$ cat config.mk
export PLATFORM = sky130hd
export DESIGN_NAME = lbc_finish
export DESIGN_NICKNAME = d
export VERILOG_FILES = /design/src/rtl/lbc_pkg.sv /design/src/rtl/lbc_finish.sv
export SDC_FILE = /design/constraint.sdc
export NUM_CORES = 2
export LEC_CHECK = 0
export ABC_CLOCK_PERIOD_IN_PS = 29000
export BUFFER_PORTS_ARGS = -buffer_cell sky130_fd_sc_hd__buf_2
export CAP_MARGIN = 20
export CORE_ASPECT_RATIO = 1.4
export CORE_UTILIZATION = 45
export DETAILED_ROUTE_END_ITERATION = 8
export GPL_TIMING_DRIVEN = 0
export MAX_ROUTING_LAYER = met4
export SYNTH_ARGS = -nofsm -noshare
export SYNTH_HDL_FRONTEND = slang
export SYNTH_SLANG_ARGS = --single-unit
$ cat constraint.sdc
create_clock -name clk -period 29 [get_ports clk]
set_input_delay 0 -clock clk [delete_from_list [all_inputs] [get_ports clk]]
set_output_delay 0 -clock clk [all_outputs]
set_load 0.05 [all_outputs]
$ cat src/rtl/lbc_pkg.sv
// shared types and constants of the line segment window clipper
package lbc_pkg;

  localparam int COORD_BITS    = 16;
  localparam int FRACTION_BITS = 20;
  // quotient bits: ratio magnitude runs up to 2.0, so two integer bits
  localparam int QUO_BITS      = FRACTION_BITS + 2;
  localparam int DIFF_BITS     = COORD_BITS + 1;
  localparam int RATIO_BITS    = QUO_BITS + 1;
  localparam int T_BITS        = FRACTION_BITS + 1;
  localparam int PROD_BITS     = COORD_BITS + T_BITS;
  localparam int ROUND_BITS    = PROD_BITS - FRACTION_BITS;

  localparam logic [QUO_BITS-1:0] RATIO_LIM = QUO_BITS'(2) << FRACTION_BITS;
  localparam logic signed [RATIO_BITS-1:0] FIX_ONE = RATIO_BITS'(1) << FRACTION_BITS;

  // config register indexes
  localparam logic [1:0] REG_LEFT   = 2'd0;
  localparam logic [1:0] REG_TOP    = 2'd1;
  localparam logic [1:0] REG_RIGHT  = 2'd2;
  localparam logic [1:0] REG_BOTTOM = 2'd3;

  // one boundary lane of the divider chain
  typedef struct packed {
    logic                   pzero;
    logic                   pneg;
    logic                   neg;
    logic                   sat;
    logic                   rej;
    logic [COORD_BITS-1:0]  dvs;
    logic [COORD_BITS-1:0]  rem;
    logic [1:0]             num;
    logic [QUO_BITS-1:0]    quo;
  } lane_t;

  typedef struct packed {
    logic                          valid;
    logic signed [COORD_BITS-1:0]  x1;
    logic signed [COORD_BITS-1:0]  y1;
    logic signed [DIFF_BITS-1:0]   dx;
    logic signed [DIFF_BITS-1:0]   dy;
    lane_t [3:0]                   ln;
  } item_t;

endpackage

$ cat src/rtl/lbc_finish.sv
// ratio limiting, entry/exit selection, endpoint scaling and result register
module lbc_finish import lbc_pkg::*; (
  input  logic                          clk,
  input  logic                          rst_n,
  input  item_t                         in_item,
  output logic                          out_strobe,
  output logic                          out_visible,
  output logic signed [COORD_BITS-1:0]  out_clipped_start_x,
  output logic signed [COORD_BITS-1:0]  out_clipped_start_y,
  output logic signed [COORD_BITS-1:0]  out_clipped_end_x,
  output logic signed [COORD_BITS-1:0]  out_clipped_end_y
);

  // stage a: parameters
  logic                          a_valid_r;
  logic                          a_ok_r, a_ok_nxt;
  logic                          a_use_en_r, a_use_en_nxt;
  logic                          a_use_ex_r, a_use_ex_nxt;
  logic [T_BITS-1:0]             a_ten_r, a_ten_nxt;
  logic [T_BITS-1:0]             a_tex_r, a_tex_nxt;
  logic signed [COORD_BITS-1:0]  a_x1_r, a_y1_r;
  logic signed [DIFF_BITS-1:0]   a_dx_r, a_dy_r;

  always_comb begin
    logic signed [RATIO_BITS-1:0] en;
    logic signed [RATIO_BITS-1:0] ex;
    logic signed [RATIO_BITS-1:0] r;
    logic [QUO_BITS-1:0]          m;
    en = '0;
    ex = FIX_ONE;
    a_ok_nxt = 1'b1;
    for (int i = 0; i < 4; i++) begin
      if (in_item.ln[i].sat || in_item.ln[i].quo > RATIO_LIM) m = RATIO_LIM;
      else m = in_item.ln[i].quo;
      r = in_item.ln[i].neg ? -$signed({1'b0, m}) : $signed({1'b0, m});
      if (in_item.ln[i].pzero) begin
        if (in_item.ln[i].rej) a_ok_nxt = 1'b0;
      end else if (in_item.ln[i].pneg) begin
        if (r > en) en = r;
      end else begin
        if (r < ex) ex = r;
      end
    end
    if (en > ex) a_ok_nxt = 1'b0;
    a_use_en_nxt = en > 0;
    a_use_ex_nxt = ex < FIX_ONE;
    a_ten_nxt = en[T_BITS-1:0];
    a_tex_nxt = ex[T_BITS-1:0];
  end

  always_ff @(posedge clk) begin
    if (!rst_n) begin
      a_valid_r <= 1'b0;
    end else begin
      a_valid_r <= in_item.valid;
    end
  end

  always_ff @(posedge clk) begin
    a_ok_r     <= a_ok_nxt;
    a_use_en_r <= a_use_en_nxt;
    a_use_ex_r <= a_use_ex_nxt;
    a_ten_r    <= a_ten_nxt;
    a_tex_r    <= a_tex_nxt;
    a_x1_r     <= in_item.x1;
    a_y1_r     <= in_item.y1;
    a_dx_r     <= in_item.dx;
    a_dy_r     <= in_item.dy;
  end

  // stage b: products of direction magnitude and parameter
  logic                          b_valid_r;
  logic                          b_ok_r, b_use_en_r, b_use_ex_r;
  logic                          b_nx_r, b_ny_r;
  logic signed [COORD_BITS-1:0]  b_x1_r, b_y1_r, b_x2_r, b_y2_r;
  logic [PROD_BITS-1:0]          b_sx_r, b_sy_r, b_ex_r, b_ey_r;
  logic [DIFF_BITS-1:0]          adx, ady;
  logic [COORD_BITS-1:0]         mdx, mdy;

  assign adx = a_dx_r[DIFF_BITS-1] ? DIFF_BITS'(-a_dx_r) : DIFF_BITS'(a_dx_r);
  assign ady = a_dy_r[DIFF_BITS-1] ? DIFF_BITS'(-a_dy_r) : DIFF_BITS'(a_dy_r);
  assign mdx = adx[COORD_BITS-1:0];
  assign mdy = ady[COORD_BITS-1:0];

  always_ff @(posedge clk) begin
    if (!rst_n) begin
      b_valid_r <= 1'b0;
    end else begin
      b_valid_r <= a_valid_r;
    end
  end

  always_ff @(posedge clk) begin
    b_ok_r     <= a_ok_r;
    b_use_en_r <= a_use_en_r;
    b_use_ex_r <= a_use_ex_r;
    b_nx_r     <= a_dx_r[DIFF_BITS-1];
    b_ny_r     <= a_dy_r[DIFF_BITS-1];
    b_x1_r     <= a_x1_r;
    b_y1_r     <= a_y1_r;
    b_x2_r     <= COORD_BITS'(a_x1_r + a_dx_r);
    b_y2_r     <= COORD_BITS'(a_y1_r + a_dy_r);
    b_sx_r     <= PROD_BITS'(mdx) * PROD_BITS'(a_ten_r);
    b_sy_r     <= PROD_BITS'(mdy) * PROD_BITS'(a_ten_r);
    b_ex_r     <= PROD_BITS'(mdx) * PROD_BITS'(a_tex_r);
    b_ey_r     <= PROD_BITS'(mdy) * PROD_BITS'(a_tex_r);
  end

  // stage c: round half away from zero and offset from the start point
  function automatic logic [COORD_BITS-1:0] offs(input logic [COORD_BITS-1:0] base,
                                                 input logic [PROD_BITS-1:0] prod,
                                                 input logic neg);
    logic [PROD_BITS-1:0]  s;
    logic [ROUND_BITS-1:0] r;
    s = prod + (PROD_BITS'(1) << (FRACTION_BITS - 1));
    r = s[PROD_BITS-1:FRACTION_BITS];
    if (neg) offs = base - r[COORD_BITS-1:0];
    else offs = base + r[COORD_BITS-1:0];
  endfunction

  logic                   vis_nxt;
  logic [COORD_BITS-1:0]  sx_nxt, sy_nxt, ex_nxt, ey_nxt;

  always_comb begin
    vis_nxt = b_valid_r && b_ok_r;
    sx_nxt = b_x1_r;
    sy_nxt = b_y1_r;
    ex_nxt = b_x2_r;
    ey_nxt = b_y2_r;
    if (b_use_en_r) begin
      sx_nxt = offs(b_x1_r, b_sx_r, b_nx_r);
      sy_nxt = offs(b_y1_r, b_sy_r, b_ny_r);
    end
    if (b_use_ex_r) begin
      ex_nxt = offs(b_x1_r, b_ex_r, b_nx_r);
      ey_nxt = offs(b_y1_r, b_ey_r, b_ny_r);
    end
    if (!vis_nxt) begin
      sx_nxt = '0;
      sy_nxt = '0;
      ex_nxt = '0;
      ey_nxt = '0;
    end
  end

  logic strobe_r, vis_r;
  logic [COORD_BITS-1:0] sx_r, sy_r, ex_r, ey_r;

  always_ff @(posedge clk) begin
    if (!rst_n) begin
      strobe_r <= 1'b0;
      vis_r    <= 1'b0;
    end else begin
      strobe_r <= b_valid_r;
      vis_r    <= vis_nxt;
    end
  end

  always_ff @(posedge clk) begin
    sx_r <= sx_nxt;
    sy_r <= sy_nxt;
    ex_r <= ex_nxt;
    ey_r <= ey_nxt;
  end

  assign out_strobe          = strobe_r;
  assign out_visible         = vis_r;
  assign out_clipped_start_x = sx_r;
  assign out_clipped_start_y = sy_r;
  assign out_clipped_end_x   = ex_r;
  assign out_clipped_end_y   = ey_r;

endmodule

Word level (Yosys, flattened, before mapping)

Index checks and enable logic that the tools add are counted.
Widths: inputs -> output; s select.

Register bits: 392
Bits of input ports: 313
Output and inout bits: 66
Logic and storage cells: 124

Add/subtract/negate cells: 20
Multipliers: 4
$lt $le $gt $ge: 15
Multiplexer cells: 50
Reduce and logical (&&, ||, !) cells: 5

Operators with widths:

| cell                   | number |
|---|---|
| $mux 23                | 28 |
| $mux 16                | 10 |
| $add 36x20->36 const B | 4 |
| $mul 16x21->36         | 4 |
| $add 16x16->16         | 6 |
| $gt 23x23->1           | 4 |
| $neg 22->23            | 4 |
| $gt 22x22->1 const B   | 4 |
| $mux 22                | 4 |
| $lt 23x23->1           | 3 |
| $sub 16x16->16         | 4 |
| $gt 23x1->1 const B    | 2 |
| $lt 23x22->1 const B   | 2 |
| $neg 16->16            | 2 |
| $mux 1                 | 8 |
| $logic_or 1x1->1       | 4 |
| $logic_and 1x1->1      | 1 |

Longest topological paths before layout

Depth in word-level cells: 22
Depth in mapped cells: 69
Mapped depth without buffers: 61

Worst setup path after synthesis

OpenSTA, ideal clock, no wires.

Path type: input port to flip-flop
Start point: input port in_item[57] (netlist name)
End point: register a_ok_r
Library setup time: 0.118 ns
Arrival: 11.573 ns
Data required time: 28.882 ns
Path slack: 17.309 ns
Stages on the path: 64
Buffers on the path: 8
Path through: nor2_1 clkbuf_1 nand2_1 ha_1 or3b_2 a2bb2oi_1 clkbuf_1 nand2_1 o211ai_1 o21ai_1 nand2_1 clkbuf_1 nor2_1 inv_1 ha_1 a21o_1 a21o_1 a211o_1 [28 not listed] nor4_1 a31oi_1 buf_2 buf_2 nor2_1 a21o_1 ha_1 nor2b_1 o21a_1 o21a_1 o21a_1 o21ai_0 nand2b_1 a21oi_1 o21a_1 o21ai_0 a221o_1 o2111a_1

Word-level cells in the longest chain between the ends: 21
Elaborated cells between the ends (all ways): 37
Those cells by class: add/sub (1); order compare (9); mux (26); reduce/logical (1)

RTL lines:

| item                                                | line                               | source |
|---|---|---|
| start, declared                                     | lbc_finish.sv:5                    | `input item_t in_item,` |
| $logic_or 1x1->1 *                                  | lbc_finish.sv:33                   | `if (in_item.ln[i].sat \|\| in_item.ln[i].quo > RATIO_LIM) m = RATIO_LIM;` |
| $mux 22 *                                           | lbc_finish.sv:33                   |  |
| $neg 22->23                                         | lbc_finish.sv:35                   | `r = in_item.ln[i].neg ? -$signed({1'b0, m}) : $signed({1'b0, m});` |
| $mux 23 *                                           | lbc_finish.sv:35                   |  |
| $gt 23x1->1 / $lt 23x22->1 (equally long branches)  | lbc_finish.sv:39, lbc_finish.sv:41 |  |
| $mux 23, on equally long branches                   | lbc_finish.sv:39, lbc_finish.sv:41 |  |
| $mux 23                                             | lbc_finish.sv:38                   | `end else if (in_item.ln[i].pneg) begin` |
| $mux 23                                             | lbc_finish.sv:36                   | `if (in_item.ln[i].pzero) begin` |
| [5 not listed]                                      | -                                  |  |
| $mux 23, on equally long branches                   | lbc_finish.sv:39, lbc_finish.sv:41 |  |
| $mux 23                                             | lbc_finish.sv:38                   |  |
| $mux 23                                             | lbc_finish.sv:36                   |  |
| $gt 23x23->1 / $lt 23x23->1 (equally long branches) | lbc_finish.sv:39, lbc_finish.sv:41 |  |
| $mux 23, on equally long branches                   | lbc_finish.sv:39, lbc_finish.sv:41 |  |
| $mux 23                                             | lbc_finish.sv:38                   |  |
| $mux 23                                             | lbc_finish.sv:36                   |  |
| $gt 23x23->1 *                                      | lbc_finish.sv:44                   | `if (en > ex) a_ok_nxt = 1'b0;` |
| end signal, assigned                                | lbc_finish.sv:60                   | `a_ok_r <= a_ok_nxt;` |
| end, declared                                       | lbc_finish.sv:16                   | `logic a_ok_r, a_ok_nxt;` |

Every way passes the cells marked *; elsewhere a longest branch is shown, timed or not.
A chain may end at the register's enable or synchronous reset.

Worst setup path after layout

Start point: input port in_item[57] (netlist name)
End point: register a_ok_r

Word-level cells in the longest chain between the ends: 21
Elaborated cells between the ends (all ways): 37
Those cells by class: add/sub (1); order compare (9); mux (26); reduce/logical (1)

RTL lines:

| item                    | line             | source |
|---|---|---|
| $logic_or 1x1->1 *      | lbc_finish.sv:33 |  |
| $mux 22 *               | lbc_finish.sv:33 |  |
| $neg 22->23             | lbc_finish.sv:35 |  |
| $mux 23 *               | lbc_finish.sv:35 |  |
| $gt 23x1->1             | lbc_finish.sv:39 | `if (r > en) en = r;` |
| $mux 23 *               | lbc_finish.sv:39 |  |
| $mux 23 *               | lbc_finish.sv:38 |  |
| $mux 23 *               | lbc_finish.sv:36 |  |
| [6 not listed]          | -                |  |
| $mux 23                 | lbc_finish.sv:38 |  |
| $mux 23 *               | lbc_finish.sv:36 |  |
| $gt 23x23->1            | lbc_finish.sv:39 |  |
| $mux 23                 | lbc_finish.sv:39 |  |
| $mux 23                 | lbc_finish.sv:38 |  |
| $mux 23 *               | lbc_finish.sv:36 |  |
| named net a_ten_nxt[16] | lbc_finish.sv:19 | `logic [T_BITS-1:0] a_ten_r, a_ten_nxt;` |
| $gt 23x23->1 *          | lbc_finish.sv:44 |  |

The timed path passes the listed nets; every way through them passes the cells marked *.

==> results.ini <==
[run_status]
run_status = finished clean

[clocking]
total_cts_buffers = 36
worstSkewPairLatency_ps = 630
clockBufferDepth = 3
tritoncts_clock_tree = yes
cts_root_buffer = sky130_fd_sc_hd__clkbuf_16
number_of_cells_upsized_or_downsized_after_cts = 0
h-tree-depth = 2
clk_transition_reported_paths_ps = 80
tritoncts_num_sinks = 316

[layout]
mostFrequentLayoutCells = sky130_fd_sc_hd__inv_1, sky130_fd_sc_hd__nand2_1, sky130_fd_sc_hd__fa_1, sky130_fd_sc_hd__ha_1, sky130_fd_sc_hd__and2_1
area_growth_pct = 9.13
most_frequent_standard_cell_in_the_layout_excluding_fill_and_tap_cells = sky130_fd_sc_hd__inv_1
fillCellCount = 13500
final_nets = 9786
multi_input_area_um2 = 50200
post_route_cells_drive_above_1_share_pct = 5.21
ff_latch_area_um2 = 6330
final_area_um2 = 68400

[setup_path]
arrival_ps = 16470
setup.worst_path.start_class = input port
timing.critical_path.to_type = register
path_class = in2reg
maximum_fanout_along_the_worst_path = 10
cpMaxStageDelayCell = sky130_fd_sc_hd__o21ai_0
critical-path-top-cell-by-count = sky130_fd_sc_hd__clkbuf_1
critPathMaxStageDelay_ps = 830
cp.required_ps = 29550

[detailed_routing]
maxUsedRoutingLayer = met4
detail_route.iter0.violations = 3587
routed_via_density = 5.55
met1Wirelength_um = 84200
postRouteAntennaNets = 0
post_route_drc = 0
wl_met2_um = 123000
firstDrtPassIters = 6
met3_wirelength_um = 13100
drt_wl_total_um = 246000
number_of_vias_in_the_routed_layout = 53200
routed_wire_length_per_instance_um = 25.7

[timing]
clock.fmax_ghz = 0.0628
postLayoutSetupSlackWorst_ps = 13080
drv_slew = 0
final-setup-viol-count = 0
timing.setup.tns_ps = 0
grt_setup_unrepaired = no
min_period_ps = 15920
finalClockSkew_ps = 60.7
worstMarginPinSlew_ps = 1290
final_hold_viol_count = 0
final.period_utilization_pct = 54.9
relSlewSlack_pct = 13.8

[synth]
synth_enable_flop_cells = 0
netlist_top_cells_area = sky130_fd_sc_hd__fa_1, sky130_fd_sc_hd__ha_1, sky130_fd_sc_hd__dfxtp_1
async_set_or_reset_flop_fraction_in_the_synthesized_netlist_pct = 0
synth_cell_types = 81
postSynthCellCount = 7375
yosys_warnings = 0
synth_top_area_share_pct = 33.7
yosysSeqAreaShare_pct = 10.1
number_of_nets_in_the_synthesized_netlist = 9412
synth_flop_cell = sky130_fd_sc_hd__dfxtp_1
synthesis.area_um2 = 62700
postSynthAreaPerCell_um2 = 8.50
number_of_synthesized_register_bits = 316
yosysTopAreaCell = sky130_fd_sc_hd__fa_1

[pwr]
seq_power_share_pct = 9.6
pwr-share-clk_pct = 6.9
design_power_total_uw = 7030
worst_ir_drop_vdd_mv = 0.130
power.static_leakage_uw = 0.0318
power.switching_fraction_pct = 54.6
combinationalPowerShare_pct = 83.6
power.switching_uw = 3840
power_density_nw_per_um2 = 103
power_report.internal_total_uw = 3190

[grt]
antenna_found_initial = 18
first_global_vias = 55900
globalRouteTotalUtil_pct = 36.3
grt.overflow.total = 0
grt_first_pass_wirelength_um = 359000
grt_max_degree = 15

[place]
placement.setup.worst_slack_ps = 13170
place.port_buffers = 235
placed_area_um2 = 66300
hpwl_um = 210000
gpl.final_weighted_congestion = 1.01

[die]
initial_utilization_pct = 45.5
core_region_um2 = 138000
chipHeight_um = 444
design.die.area_um2 = 141000
io_pins = 379
floorplan_die_width_um = 317
row_count = 161

[flow_run]
drv_cap = 0

[hold_path]
timing.hold.worst.class = in2reg

==> power groups by stage <==
stage / registers, µW / logic, µW / clock network, µW
finish: 673 / 5880 / 484
global route: 680 / 6620 / 509
CTS: 669 / 5880 / 492
detailed placement: 678 / 5800 / 0
global placement: 677 / 5730 / 0
floorplan: 638 / 4000 / 0
==> per-layer routing <==
metal | up-vias | GRT usage [%]
met4 | 0 | 30.1
met2 | 2104 | 62.3
met1 | 26400 | 36.9
met5 | - | -
met3 | 770 | 4.01
li1 | 23900 | -
==> synth_stat cells, drive strengths merged, types with 27 or more instances <==
cell type / n
o21a: 40
nand4: 49
a31oi: 38
o31ai: 45
nand3: 80
nor2: 365
fa: 1054
xor2: 122
nand2b: 46
and2: 379
a21o: 84
o21ai: 177
mux2: 27
mux2i: 62
nand2: 1142
ha: 670
nor2b: 154
and3: 41
nor3: 83
dfxtp: 316
inv: 1266
clkbuf: 331
a21oi: 228
xnor2: 206
==> flip-flops by register name, indices dropped and copies added, names as in the netlist, 16 cells and up <==
name and cells:
b_y2_r 16, b_ex_r 17, b_y1_r 16, b_x1_r 16, out_clipped_start_x 16, out_clipped_end_y 16, b_sy_r 17, a_ten_r 21
a_tex_r 21, b_sx_r 17, out_clipped_start_y 16, b_ey_r 17, a_y1_r 16, b_x2_r 16, out_clipped_end_x 16, a_dx_r 17
a_dy_r 17, a_x1_r 16
==> metrics by stage <==
step / hold WS, ps / utilization, % / instances
4_1_cts: 1.73 / 49.6 / 9562
3_3_place_gp: 104 / 48.0 / 9403
3_5_place_dp: 104 / 48.1 / 9426
6_report: 26.7 / 49.6 / 9581
2_1_floorplan: 27.7 / - / 7375
5_1_grt: 21.5 / 49.6 / 9579
==> layout make-up <==
class / count / share of cell area [%]
Antenna cell: 13 / 0.0476
Buffer: 354 / 1.97
Clock buffer: 49 / 1.52
Clock inverter: 15 / 0.293
Inverter: 1268 / 6.96
Multi-Input combinational cell: 5437 / 73.5
Sequential cell: 316 / 9.25
Tap cell: 1793 / 3.28
Timing Repair Buffer: 336 / 3.20
==> path summary, 6_finish.rpt <==
kind                                    from          to  slack, ps  cells past startpoint
worst max-delay path             in_item[57]      a_ok_r      13080                     59
worst min-delay path            in_item[263]   a_dx_r[2]         30                      2
worst min register to register    a_use_en_r  b_use_en_r        330                      0
worst max register to register     a_dx_r[0]  b_ex_r[35]      17260                     33
==> cells by family after synthesis <==
group	synth area share (%)
muxes	1.48
and+or+nand+nor	18.5
AOI/OAI and AO/OA	8.54
other	0.00598
adders and majority gates	47.1
buffers and inverters	9.74
xor gates and xnor gates	4.58
DFF	10.1
==> repair_timing <==
action,CTS,global route
hold endpoints to repair,71,0
buffers inserted,0,0
hold buffers,72,0
==> worst max-delay path, delay by kind of cell <==
kind | cells | cell delay [ps]
AOI/OAI and AO/OA | 22 | 6440
adders and majority gates | 5 | 1880
buffers and inverters | 11 | 4700
muxes | 1 | 290
and+or+nand+nor | 20 | 3100
Note: power is estimated with default switching activity, not from simulation.
