===== config.mk =====
export PLATFORM = sky130hd
export DESIGN_NAME = lbc_div_cell
export DESIGN_NICKNAME = d
export VERILOG_FILES = /design/src/rtl/lbc_pkg.sv /design/src/rtl/lbc_div_cell.sv
export SDC_FILE = /design/constraint.sdc
export NUM_CORES = 1
export LEC_CHECK = 0
export ABC_AREA = 1
export BUFFER_PORTS_ARGS = -buffer_cell sky130_fd_sc_hd__buf_2
export CAP_MARGIN = 20
export CORE_AREA = 3 3 242 244
export DETAILED_ROUTE_END_ITERATION = 10
export DIE_AREA = 0 0 245 247
export HOLD_SLACK_MARGIN = 0.03
export SYNTH_ARGS = -nofsm -noshare
export SYNTH_HDL_FRONTEND = slang
export SYNTH_SLANG_ARGS = --single-unit

===== constraint.sdc =====
create_clock -name clk -period 2.9 [get_ports clk]
set_input_delay 0 -clock clk [delete_from_list [all_inputs] [get_ports clk]]
set_output_delay 0 -clock clk [all_outputs]
set_load 0.1 [all_outputs]

===== src/rtl/lbc_pkg.sv =====
// shared types and constants of the line segment window clipper
package lbc_pkg;

  localparam int COORD_BITS    = 16;
  localparam int FRACTION_BITS = 20;
  // quotient bits: ratio magnitude runs up to 2.0, so two integer bits
  localparam int QUO_BITS      = FRACTION_BITS + 2;
  localparam int DIFF_BITS     = COORD_BITS + 1;
  localparam int RATIO_BITS    = QUO_BITS + 1;
  localparam int T_BITS        = FRACTION_BITS + 1;
  localparam int PROD_BITS     = COORD_BITS + T_BITS;
  localparam int ROUND_BITS    = PROD_BITS - FRACTION_BITS;

  localparam logic [QUO_BITS-1:0] RATIO_LIM = QUO_BITS'(2) << FRACTION_BITS;
  localparam logic signed [RATIO_BITS-1:0] FIX_ONE = RATIO_BITS'(1) << FRACTION_BITS;

  // config register indexes
  localparam logic [1:0] REG_LEFT   = 2'd0;
  localparam logic [1:0] REG_TOP    = 2'd1;
  localparam logic [1:0] REG_RIGHT  = 2'd2;
  localparam logic [1:0] REG_BOTTOM = 2'd3;

  // one boundary lane of the divider chain
  typedef struct packed {
    logic                   pzero;
    logic                   pneg;
    logic                   neg;
    logic                   sat;
    logic                   rej;
    logic [COORD_BITS-1:0]  dvs;
    logic [COORD_BITS-1:0]  rem;
    logic [1:0]             num;
    logic [QUO_BITS-1:0]    quo;
  } lane_t;

  typedef struct packed {
    logic                          valid;
    logic signed [COORD_BITS-1:0]  x1;
    logic signed [COORD_BITS-1:0]  y1;
    logic signed [DIFF_BITS-1:0]   dx;
    logic signed [DIFF_BITS-1:0]   dy;
    lane_t [3:0]                   ln;
  } item_t;

endpackage


===== src/rtl/lbc_div_cell.sv =====
// one restoring division step for all four boundary lanes
module lbc_div_cell import lbc_pkg::*; (
  input  logic  clk,
  input  logic  rst_n,
  input  item_t in_item,
  output item_t out_item
);

  item_t item_r;
  item_t item_nxt;

  always_comb begin
    logic [COORD_BITS:0] rs;
    item_nxt = in_item;
    for (int i = 0; i < 4; i++) begin
      rs = {in_item.ln[i].rem, in_item.ln[i].num[1]};
      item_nxt.ln[i].num = {in_item.ln[i].num[0], 1'b0};
      if (rs >= {1'b0, in_item.ln[i].dvs}) begin
        item_nxt.ln[i].rem = COORD_BITS'(rs - {1'b0, in_item.ln[i].dvs});
        item_nxt.ln[i].quo = {in_item.ln[i].quo[QUO_BITS-2:0], 1'b1};
      end else begin
        item_nxt.ln[i].rem = rs[COORD_BITS-1:0];
        item_nxt.ln[i].quo = {in_item.ln[i].quo[QUO_BITS-2:0], 1'b0};
      end
    end
  end

  always_ff @(posedge clk) begin
    if (!rst_n) begin
      item_r <= '0;
    end else begin
      item_r <= item_nxt;
    end
  end

  assign out_item = item_r;

endmodule


Word level (Yosys, flattened, before mapping)
Index checks and enable logic that the tools add are counted.
{ "classes": {"add_sub_neg": 4, "n_lt_le_gt_ge": 4, "mux": 8} }
{ "ops": {"columns": ["operator", "count"], "rows": [
  ["17-bit by 16-bit greater-or-equal comparator with 1-bit output", 4],
  ["16-bit 2-to-1 mux", 4],
  ["16-bit subtractor", 4],
  ["1-bit 2-to-1 mux", 4]
]} }
{ "totals": {"output_inout_bits": 311, "elab_cells": 61, "ff_bits": 311, "input_bits": 313} }

Depth between registers and ports, before layout
Gate-level depths: netlist (run 1).
{ "depth": {"ltp_word": 2, "depth_mapped": 14, "depth_no_buf": 14} }

Worst setup path before layout (run 1)
No wires, ideal clock.
{ "synth_path": {"kind": "input-to-reg", "startpoint": "in in_item[206] (netlist bit)", "endpoint": "reg item_r, in the netlist out_item[219]", "t_arrival_ns": 1.336, "setup_ns": 0.113, "setup_slack_ns": 1.451, "t_required_ns": 2.787, "path_buffers": 0, "stages": 11, "cell_sequence": "inv_1 > ha_1 > fa_1 > o21ai_0 > nand2_1 > nand3_1 > nand2_1 > nand2_1 > nand2_1 > nand2_1 > nor2_1"} }
{ "synth_via": {"elab_chain_len": 2, "word_cells_on_any_way": 3, "classes_between": "add/sub: 1; order compare: 1; mux: 1"} }
{ "synth_rtl": {"columns": ["element", "line", "source"], "rows": [
  ["start: declaration", "lbc_div_cell.sv:5", "input item_t in_item,"],
  ["16-bit subtractor / 17-bit by 16-bit greater-or-equal comparator with 1-bit output (equally long branches)", "lbc_div_cell.sv:19, lbc_div_cell.sv:18", null],
  ["16-bit 2-to-1 mux (*)", "lbc_div_cell.sv:18", "if (rs >= {1'b0, in_item.ln[i].dvs}) begin"],
  ["end signal: assignment", "lbc_div_cell.sv:32", "item_r <= item_nxt;"],
  ["end: declaration", "lbc_div_cell.sv:9", "item_t item_r;"]
]} }
Every way passes the cells marked *; elsewhere a longest branch is shown, timed or not.
A chain may end at the register's enable or synchronous reset.

Worst setup path in the final report (run 1)
{ "layout_path": {"startpoint": "in in_item[170] (netlist bit)", "endpoint": "reg item_r, in the netlist out_item[155]"} }
Same word-level chain as after synthesis.

==> key figures, run 1 <==
STA
  – Slew margin rel.: 0.429
  – Slew @ Worst Pin: 0.854 ns
  – Setup ws final: 0.304 ns
  – Max-slew violations: 0
  – FMAX: 385 MHz
  – Final period utilization: 0.895
  – Final hold vios: 0
  – Setup TNS: 0 ns
  – Unrepaired setup endpoints after global routing: false
  – Fin crit period: 2.60 ns
  – Worst Hold Slack: 0.129 ns
  – Finish-stage setup viols: 0

Logic synthesis
  – YS warnings: 0
  – FF+latch count, synth: 307
  – Post-synthesis cell type count: 34
  – Post-Syn Instances: 2,047
  – Mapped Area: 0.0140 mm2
  – Syn_area_per_cell: 6.84 um2
  – Sequential cell area fraction in the yosys report: 0.439

Die
  – Die ar.: 0.0605 mm2
  – Cell Rows: 87
  – Initial core utilization: 0.248
  – Die Wd: 245 um
  – # IOs: 624
  – Total core area: 0.0565 mm2
  – Die Y: 247 um

Layout
  – Fraction of layout cells with a size suffix above 1: 0.241
  – Fin area: 0.0229 mm2
  – Post-layout net count: 3,417
  – Max reg flops: 307
  – Fill cells: 5,547
  – Area grow syn2layout: 63.3%

Power and ir drop
  – P_leak: 13.9 nW
  – Total power: 13.8 mW
  – Sw Share: 0.397
  – Reg power frac: 0.333
  – VDD IR max: 0.469 mV
  – Gate power share: 0.334
  – Switching power: 5.48 mW
  – Internal Power: 8.32 mW
  – PwrDens: 604 mW/mm2
  – Clock Power Share: 0.333

Global routing
  – Vias in the first global route: 15,500
  – Initial antenna violation count: 11
  – Largest net degree at the start of global routing: 79
  – Total grt overflow: 0
  – GRT Overall Usage: 0.175
  – Global-route wire length before repair: 83.3 mm

Detailed routing
  – WL/cell: 14.5 um
  – Via count: 15,400
  – Antenna Violating Nets Remaining: 0
  – Initial DRC Count: 614
  – DRC violations left: 0
  – DR pass1 iterations: 5
  – Drt total wl: 55.4 mm
  – Vias per cell: 4.03

Placed design
  – GP Congestion: 0.891
  – Pre-CTS setup slack: 0.338 ns
  – Hpwl dp: 40.8 mm
  – Area post-placement: 0.0179 mm2
  – IO buf count: 615

Worst setup path
  – CP endpoint kind: flip-flop
  – WP data required: 3.32 ns
  – Crit path max fanout: 13
  – CP startpoint kind: primary input
  – CP Class: primary input to flip-flop
  – Critical Path AT: 3.02 ns

Clocking
  – # H-tree levels: 2
  – Clk sinks: 307
  – Cts bufs inserted: 36
  – CTS max path bufs: 3
  – CTS-repair resized insts: 0
  – Root buf cell: clkbuf_16
  – CTS tree: yes
  – Postcts setup bufs: 0
  – Clock-pin transition on the worst setup and hold timing paths: 0.06 ns

Worst hold path
  – Tightest Hold Check Type: primary input to flip-flop

Outcome
  – Status: complete, no violations

Flow run
  – Max-cap violations: 0
[Yosys cell counts (all sizes together)]
master  number  share of area
nand2      718           0.20
inv        521           0.14
dfxtp      307           0.44
nor2       192          0.057
ha          64          0.057
nand3       60          0.022
nand3b      36          0.019
clkbuf      26         0.0070
buf         25          0.012
a21oi       24         0.0086
xor2        23          0.014
nand4       18         0.0080
and2        10         0.0045
nor3         8         0.0032
fa           4         0.0057
o21ai        4         0.0014
or2          4         0.0018
conb         1        0.00027
nor4         1        0.00045
xnor2        1        0.00063
[cells by family (layout without fill, tap and decap cells)]
kind of cell	after synthesis	count (layout)	synth area share
xor gates and xnor gates	24	24	0.0150
adders and majority gates	68	68	0.0629
buffers and inverters	572	1586	0.159
AOI/OAI and AO/OA	28	28	0.0100
other	1	13	0.000268
and+or+nand+nor	1047	1047	0.314
DFF	307	307	0.439
[path summary, 6_finish.rpt]
path / cells past startpoint / end / slack [ns] / from
min: 8 / out_item[92]$_SDFF_PN0_ / 0.13 / in_item[100]
max: 14 / out_item[155]$_SDFF_PN0_ / 0.30 / in_item[170]
[layout make-up]
cell class                      count  area, um2  share of cell area
Sequential cell                   307       6150               0.269
Inverter                          521       1960              0.0855
Timing Repair Buffer              999       6940               0.304
Clock inverter                     19        175             0.00766
Antenna cell                        9       22.5            0.000985
Tap cell                          756        946              0.0414
Clock buffer                       47       1030              0.0451
Multi-Input combinational cell   1171       5640               0.247
[cell usage in the layout (no fill, tap or decap), drive strengths merged, types with 12 or more instances in the layout]
master / synthesis / routed
dlygate4sd3: 0 / 374
ha: 64 / 64
nand2: 718 / 718
dfxtp: 307 / 307
clkbuf: 26 / 47
nand4: 18 / 18
buf: 25 / 625
a21oi: 24 / 24
nor2: 192 / 192
clkinv: 0 / 12
xor2: 23 / 23
nand3: 60 / 60
inv: 521 / 526
nand3b: 36 / 36
[timing repair]
action	in CTS	in global routing
hold buffers	374	0
endpoints found under the setup margin	0	0
hold endpoints to repair	303	0
[power groups by stage]
stage / Combinational, mW / Sequential [mW] / Clock, mW
finish: 4.61 / 4.60 / 4.59
global route: 4.91 / 4.62 / 4.89
floorplan: 1.12 / 6.82 / 0
global placement: 4.15 / 4.68 / 0
CTS: 4.60 / 4.60 / 4.75
detailed placement: 4.15 / 4.69 / 0
[metrics by stage]
step                 util  std cells
global placement    0.317       3380
finish              0.405       3829
floorplan               -       2050
detailed placement  0.317       3380
global route        0.405       3825
CTS                 0.404       3820
[layer usage]
metal / vias up / global-route usage / share of wire
met5: - / 0 / 0.00099
met3: 141 / 0.0472 / 0.073
met1: 6868 / 0.192 / 0.39
li1: 7858 / - / -
met4: 8 / 0.0952 / 0.051
met2: 550 / 0.308 / 0.48
[worst max-delay path, stage by stage]
cell           delay [ns]
dlygate4sd3_1        0.56
buf_2                0.13
inv_1                0.04
ha_1                 0.38
nand2_2              0.11
nor2_1               0.16
nand3_1              0.12
nand3_1              0.12
nand2_1              0.28
nand2_2              0.35
nand2_1              0.09
nand2_1              0.09
nor2_1               0.04
dlygate4sd3_1        0.55
No activity file was read; power rests on OpenSTA's default activity.
==> run 2, diff against run 1 <==
--- a/config.mk
+++ b/config.mk
@@ -13,4 +13,5 @@
 export DIE_AREA = 0 0 245 247
 export HOLD_SLACK_MARGIN = 0.03
+export MAX_ROUTING_LAYER = met4
 export SYNTH_ARGS = -nofsm -noshare
 export SYNTH_HDL_FRONTEND = slang
==> constraint.sdc (replaced) <==
create_clock -name clk -period 2.9 [get_ports clk]
set_input_delay 0.58 -clock clk [delete_from_list [all_inputs] [get_ports clk]]
set_output_delay 0.58 -clock clk [all_outputs]
set_load 0.1 [all_outputs]
==> key figures, run 2 (synthesis results as in run 1) <==
Clocking
  – # H-tree levels: 2
  – Cts hold-fix bufs: 0
  – CTS max path bufs: 3
  – Cts bufs inserted: 36
  – CTS tree: yes
  – Clk sinks: 307
  – Clock-pin transition on the worst setup and hold timing paths: 0.06 ns
  – Postcts setup bufs: 0
  – Root buf cell: clkbuf_16
  – CTS-repair resized insts: 0

Placed design
  – IO buf count: 615
  – GP Congestion: 0.940
  – Post-Place Cells: 3,388
  – Pre-CTS setup slack: 0.325 ns
  – Hpwl dp: 41.0 mm

Global routing
  – Largest net degree at the start of global routing: 72
  – Initial antenna violation count: 12
  – Vias in the first global route: 12,700
  – Total grt overflow: 0
  – GRT Overall Usage: 0.159
  – Global-route wire length before repair: 72.1 mm

Worst setup path
  – WP data required: 2.32 ns
  – Crit path max fanout: 1
  – Worst path max stage delay: 0.48 ns
  – CP endpoint kind: primary output
  – Critical-path top delay cell: buf_2
  – Worst path cell trace: buf_2
  – CP Class: flip-flop to primary output
  – CP delay by family, top: buffers and inverters
  – Critical Path AT: 1.46 ns
  – Worst path bufs/invs: 1
  – CP startpoint kind: flip-flop

STA
  – Final hold vios: 0
  – Slew @ Worst Pin: 0.569 ns
  – Setup TNS: 0 ns
  – Unrepaired setup endpoints after global routing: false
  – FMAX: 489 MHz
  – Final period utilization: 0.705
  – Fin crit period: 2.04 ns
  – Max-slew violations: 0
  – Finish-stage setup viols: 0
  – Slew margin rel.: 0.616
  – Setup ws final: 0.856 ns

Layout
  – Multi-input gate area: 0.00564 mm2
  – Commonest non-fill, non-tap cells in the layout: nand2_1, buf_2, inv_1, dfxtp_1, nor2_1
  – Most common cell after layout, fill and taps aside: nand2_1
  – Reg area: 0.00615 mm2
  – Area grow syn2layout: 37.5%
  – Fraction of layout cells with a size suffix above 1: 0.276
  – Post-layout net count: 3,051
  – Max reg flops: 307
  – Fill cells: 6,198
  – Post-Layout Cell Count: 3,458

Power and ir drop
  – PwrDens: 704 mW/mm2
  – P_leak: 12.4 nW
  – Total power: 13.6 mW
  – VDD IR max: 0.452 mV

Detailed routing
  – DRC violations left: 0
  – WL/cell: 14.4 um
  – Via count: 13,600
  – Antenna Violating Nets Remaining: 0
  – Vias per cell: 3.92
  – DR pass1 iterations: 5
  – Drt total wl: 49.9 mm
  – Initial DRC Count: 564

Flow run
  – Max-cap violations: 0

Die
  – Total core area: 0.0565 mm2
  – Die ar.: 0.0605 mm2
  – Initial core utilization: 0.248
  – Die Wd: 245 um
  – Cell Rows: 87
  – Die Y: 247 um
  – # IOs: 624

Outcome
  – Status: complete, no violations

Worst hold path
  – Tightest Hold Check Type: primary input to flip-flop
-- run 2: stage by stage --
stage	hold WS (ns)	instance area [um2]	utilization
2_1_floorplan	0.673	14000	-
3_3_place_gp	0.759	18000	0.318
3_5_place_dp	0.764	18000	0.318
4_1_cts	0.166	19200	0.341
5_1_grt	0.180	19300	0.341
6_report	0.217	19300	0.341
-- run 2: power breakdown --
group	total (mW)	internal [mW]	leakage, nW	switching [mW]
sequential	4.59	4.51	2.56	0.0782
combinational	4.16	0.826	9.24	3.34
clock	4.81	2.96	0.631	1.85
total	13.6	8.30	12.4	5.26
-- run 2: path summary, 6_finish.rpt --
path                startpoint                        to  slack, ns  depth (start not counted)
min               in_item[296]  out_item[296]$_SDFF_PN0_       0.22                          3
max   out_item[309]$_SDFF_PN0_             out_item[309]       0.86                          1
-- run 2: area by class of cell --
class	count	share of cell area
diodes	6	0.000779
inverters	521	0.102
clock buffers	48	0.0533
flip-flops and latches	307	0.319
repair buffers	633	0.171
clock inverters	16	0.0128
multi-input cells	1171	0.293
well taps	756	0.0491
-- run 2: layer usage --
metal,track usage,part of all wire,wire length [um]
met2,0.271,0.49,24300
met5,-,0,0
met3,0.0401,0.072,3590
met4,0.0504,0.027,1350
met1,0.184,0.41,20600
==> run 3, diff against run 2 <==
ABC_AREA = 0   (was 1)
CORE_AREA = 3 3 245 247   (was 3 3 242 244)
DIE_AREA = 0 0 248 250   (was 0 0 245 247)
clock period = 1.78 ns   (was 2.9 ns; I/O delays follow)
==> key figures, run 3 <==
Layout
  – Commonest non-fill, non-tap cells in the layout: buf_2, dfxtp_1, buf_4, dlygate4sd3_1, and2_1
  – Fraction of layout cells with a size suffix above 1: 0.469
  – Max reg flops: 307
  – Most common cell after layout, fill and taps aside: buf_2
  – Area grow syn2layout: 86.0%
  – Post-layout net count: 2,670
  – Fin area: 0.0224 mm2

Placed design
  – Hpwl dp: 41.1 mm
  – IO buf count: 615
  – Pre-CTS setup slack: -0.799 ns
  – Area post-placement: 0.0182 mm2
  – GP Congestion: 0.891

Die
  – Die ar.: 0.0620 mm2
  – Die Y: 250 um
  – Cell Rows: 88
  – Total core area: 0.0578 mm2
  – Initial core utilization: 0.209
  – # IOs: 624
  – Die Wd: 248 um

Logic synthesis
  – Top-count cell post-synth: dfxtp_1
  – Main synth FF type: dfxtp_1
  – Sequential cell area fraction in the yosys report: 0.510
  – Post-synthesis cell type count: 64
  – Cell taking the most area after synthesis: dfxtp_1
  – FF+latch count, synth: 307
  – Post-synth top cells: dfxtp_1, and2_1, nor2_1, inv_1, ha_1
  – Top-area cell type share of the netlist area: 0.510
  – Post-Syn Instances: 1,246
  – Synth area leaders: dfxtp_1, and2_1, ha_1, nor2_1, inv_1
  – Fraction of registers with async set/reset: 0
  – Syn_area_per_cell: 9.68 um2
  – YS warnings: 0
  – Post-synth EDFFs: 0
  – Mapped Area: 0.0121 mm2

Detailed routing
  – Drt total wl: 53.9 mm
  – Antenna Violating Nets Remaining: 0
  – DR pass1 iterations: 4
  – DRC violations left: 0
  – Vias per cell: 4.16
  – WL/cell: 17.5 um
  – Initial DRC Count: 424
  – Via count: 12,800

STA
  – Unrepaired setup endpoints after global routing: true
  – Final hold vios: 0
  – Slew margin rel.: 0.557
  – Final period utilization: 1.08
  – Finish-stage setup viols: 31
  – Max-slew violations: 0
  – Fin crit period: 1.91 ns
  – Worst Hold Slack: 0.0590 ns
  – Slew @ Worst Pin: 0.656 ns
  – FMAX: 523 MHz
  – Setup ws final: -0.134 ns

Global routing
  – Vias in the first global route: 13,600
  – GRT Overall Usage: 0.168
  – Initial antenna violation count: 11
  – Total grt overflow: 0
  – Largest net degree at the start of global routing: 54
  – Global-route wire length before repair: 78.4 mm

Worst setup path
  – CP endpoint kind: flip-flop
  – CP Class: primary input to flip-flop
  – Crit path max fanout: 8
  – Critical Path AT: 2.39 ns
  – CP startpoint kind: primary input
  – WP data required: 2.26 ns

Clocking
  – Cts bufs inserted: 37
  – Clock-pin transition on the worst setup and hold timing paths: 0.06 ns
  – # H-tree levels: 2
  – Clk sinks: 307
  – CTS max path bufs: 3
  – CTS tree: yes
  – Root buf cell: clkbuf_16

Power and ir drop
  – VDD IR max: 0.765 mV
  – PwrDens: 1070 mW/mm2
  – P_leak: 10.9 nW
  – Total power: 24.1 mW

Worst hold path
  – Tightest Hold Check Type: primary input to flip-flop

Flow run
  – Max-cap violations: 0

Outcome
  – Failing checks: negative setup slack
  – Status: complete, but fails checks
==> run 3: what timing repair did <==
item                       4_1_cts  5_1_grt
hold buffers                   201        0
setup buffers                   12       10
resized for setup               59      109
cloned                           1        0
pin swaps                       15       46
hold endpoints to repair       201        0
setup endpoints to repair       57       56
==> run 3: cells by family (layout without fill, tap and decap cells) <==
family	count (synthesis)	in the layout	synth area share
AOI/OAI and AO/OA	211	211	0.120
xor gates and xnor gates	38	38	0.0276
adders and majority gates	68	68	0.0730
buffers and inverters	136	1202	0.0471
DFF	307	307	0.510
muxes	31	31	0.0258
other	1	10	0.000311
and+or+nand+nor	454	454	0.197
==> run 3: report_power, final <==
group | internal [mW] | switching (mW) | total, mW
clock network | 5.12 | 3.19 | 8.31
registers | 7.37 | 0.147 | 7.52
logic | 2.51 | 5.77 | 8.28
total | 15.0 | 9.10 | 24.1
==> run 3: per-stage QoR <==
| step | TNS, ns | instances | utilization |
|---|---|---|---|
| floorplan | -18.74 | 1249 | - |
| global placement | -40.17 | 2794 | 0.315 |
| detailed placement | -42.14 | 2794 | 0.315 |
| CTS | -0.321 | 3073 | 0.378 |
| global route | -3.52 | 3086 | 0.388 |
| finish | -1.52 | 3086 | 0.388 |
==> run 3: metal layers <==
metal	track usage	part of all wire	up-vias
met5	-	0	-
met4	0.0562	0.028	0
met3	0.0445	0.078	83
met2	0.297	0.50	440
met1	0.181	0.39	6042
li1	-	-	6264
==> run 3: worst max-delay path, stage by stage <==
cell      delay (ns)
buf_12          0.11
inv_12          0.04
ha_4            0.18
nor2b_4         0.12
o211a_1         0.21
or3_4           0.36
a211oi_4        0.32
a211o_1         0.23
buf_6           0.14
nand2_8         0.08
a211oi_2        0.22
==> run 3: layout make-up <==
| type | count | area, um2 |
|---|---|---|
| antenna | 6 | 15.0 |
| fill | 5568 | 35400 |
| multi-input combinational | 806 | 6350 |
| sequential | 307 | 6150 |
| clock inverter | 19 | 342 |
| tap | 765 | 957 |
| timing repair buffer | 1054 | 7210 |
| inverter | 83 | 404 |
| clock buffer | 46 | 1010 |
==> run 3: path summary, 6_finish.rpt <==
path                startpoint                       end  cells after the start
setup / recovery  in_item[163]  out_item[146]$_SDFF_PN0_                     11
hold / removal     in_item[87]   out_item[88]$_SDFF_PN0_                      3
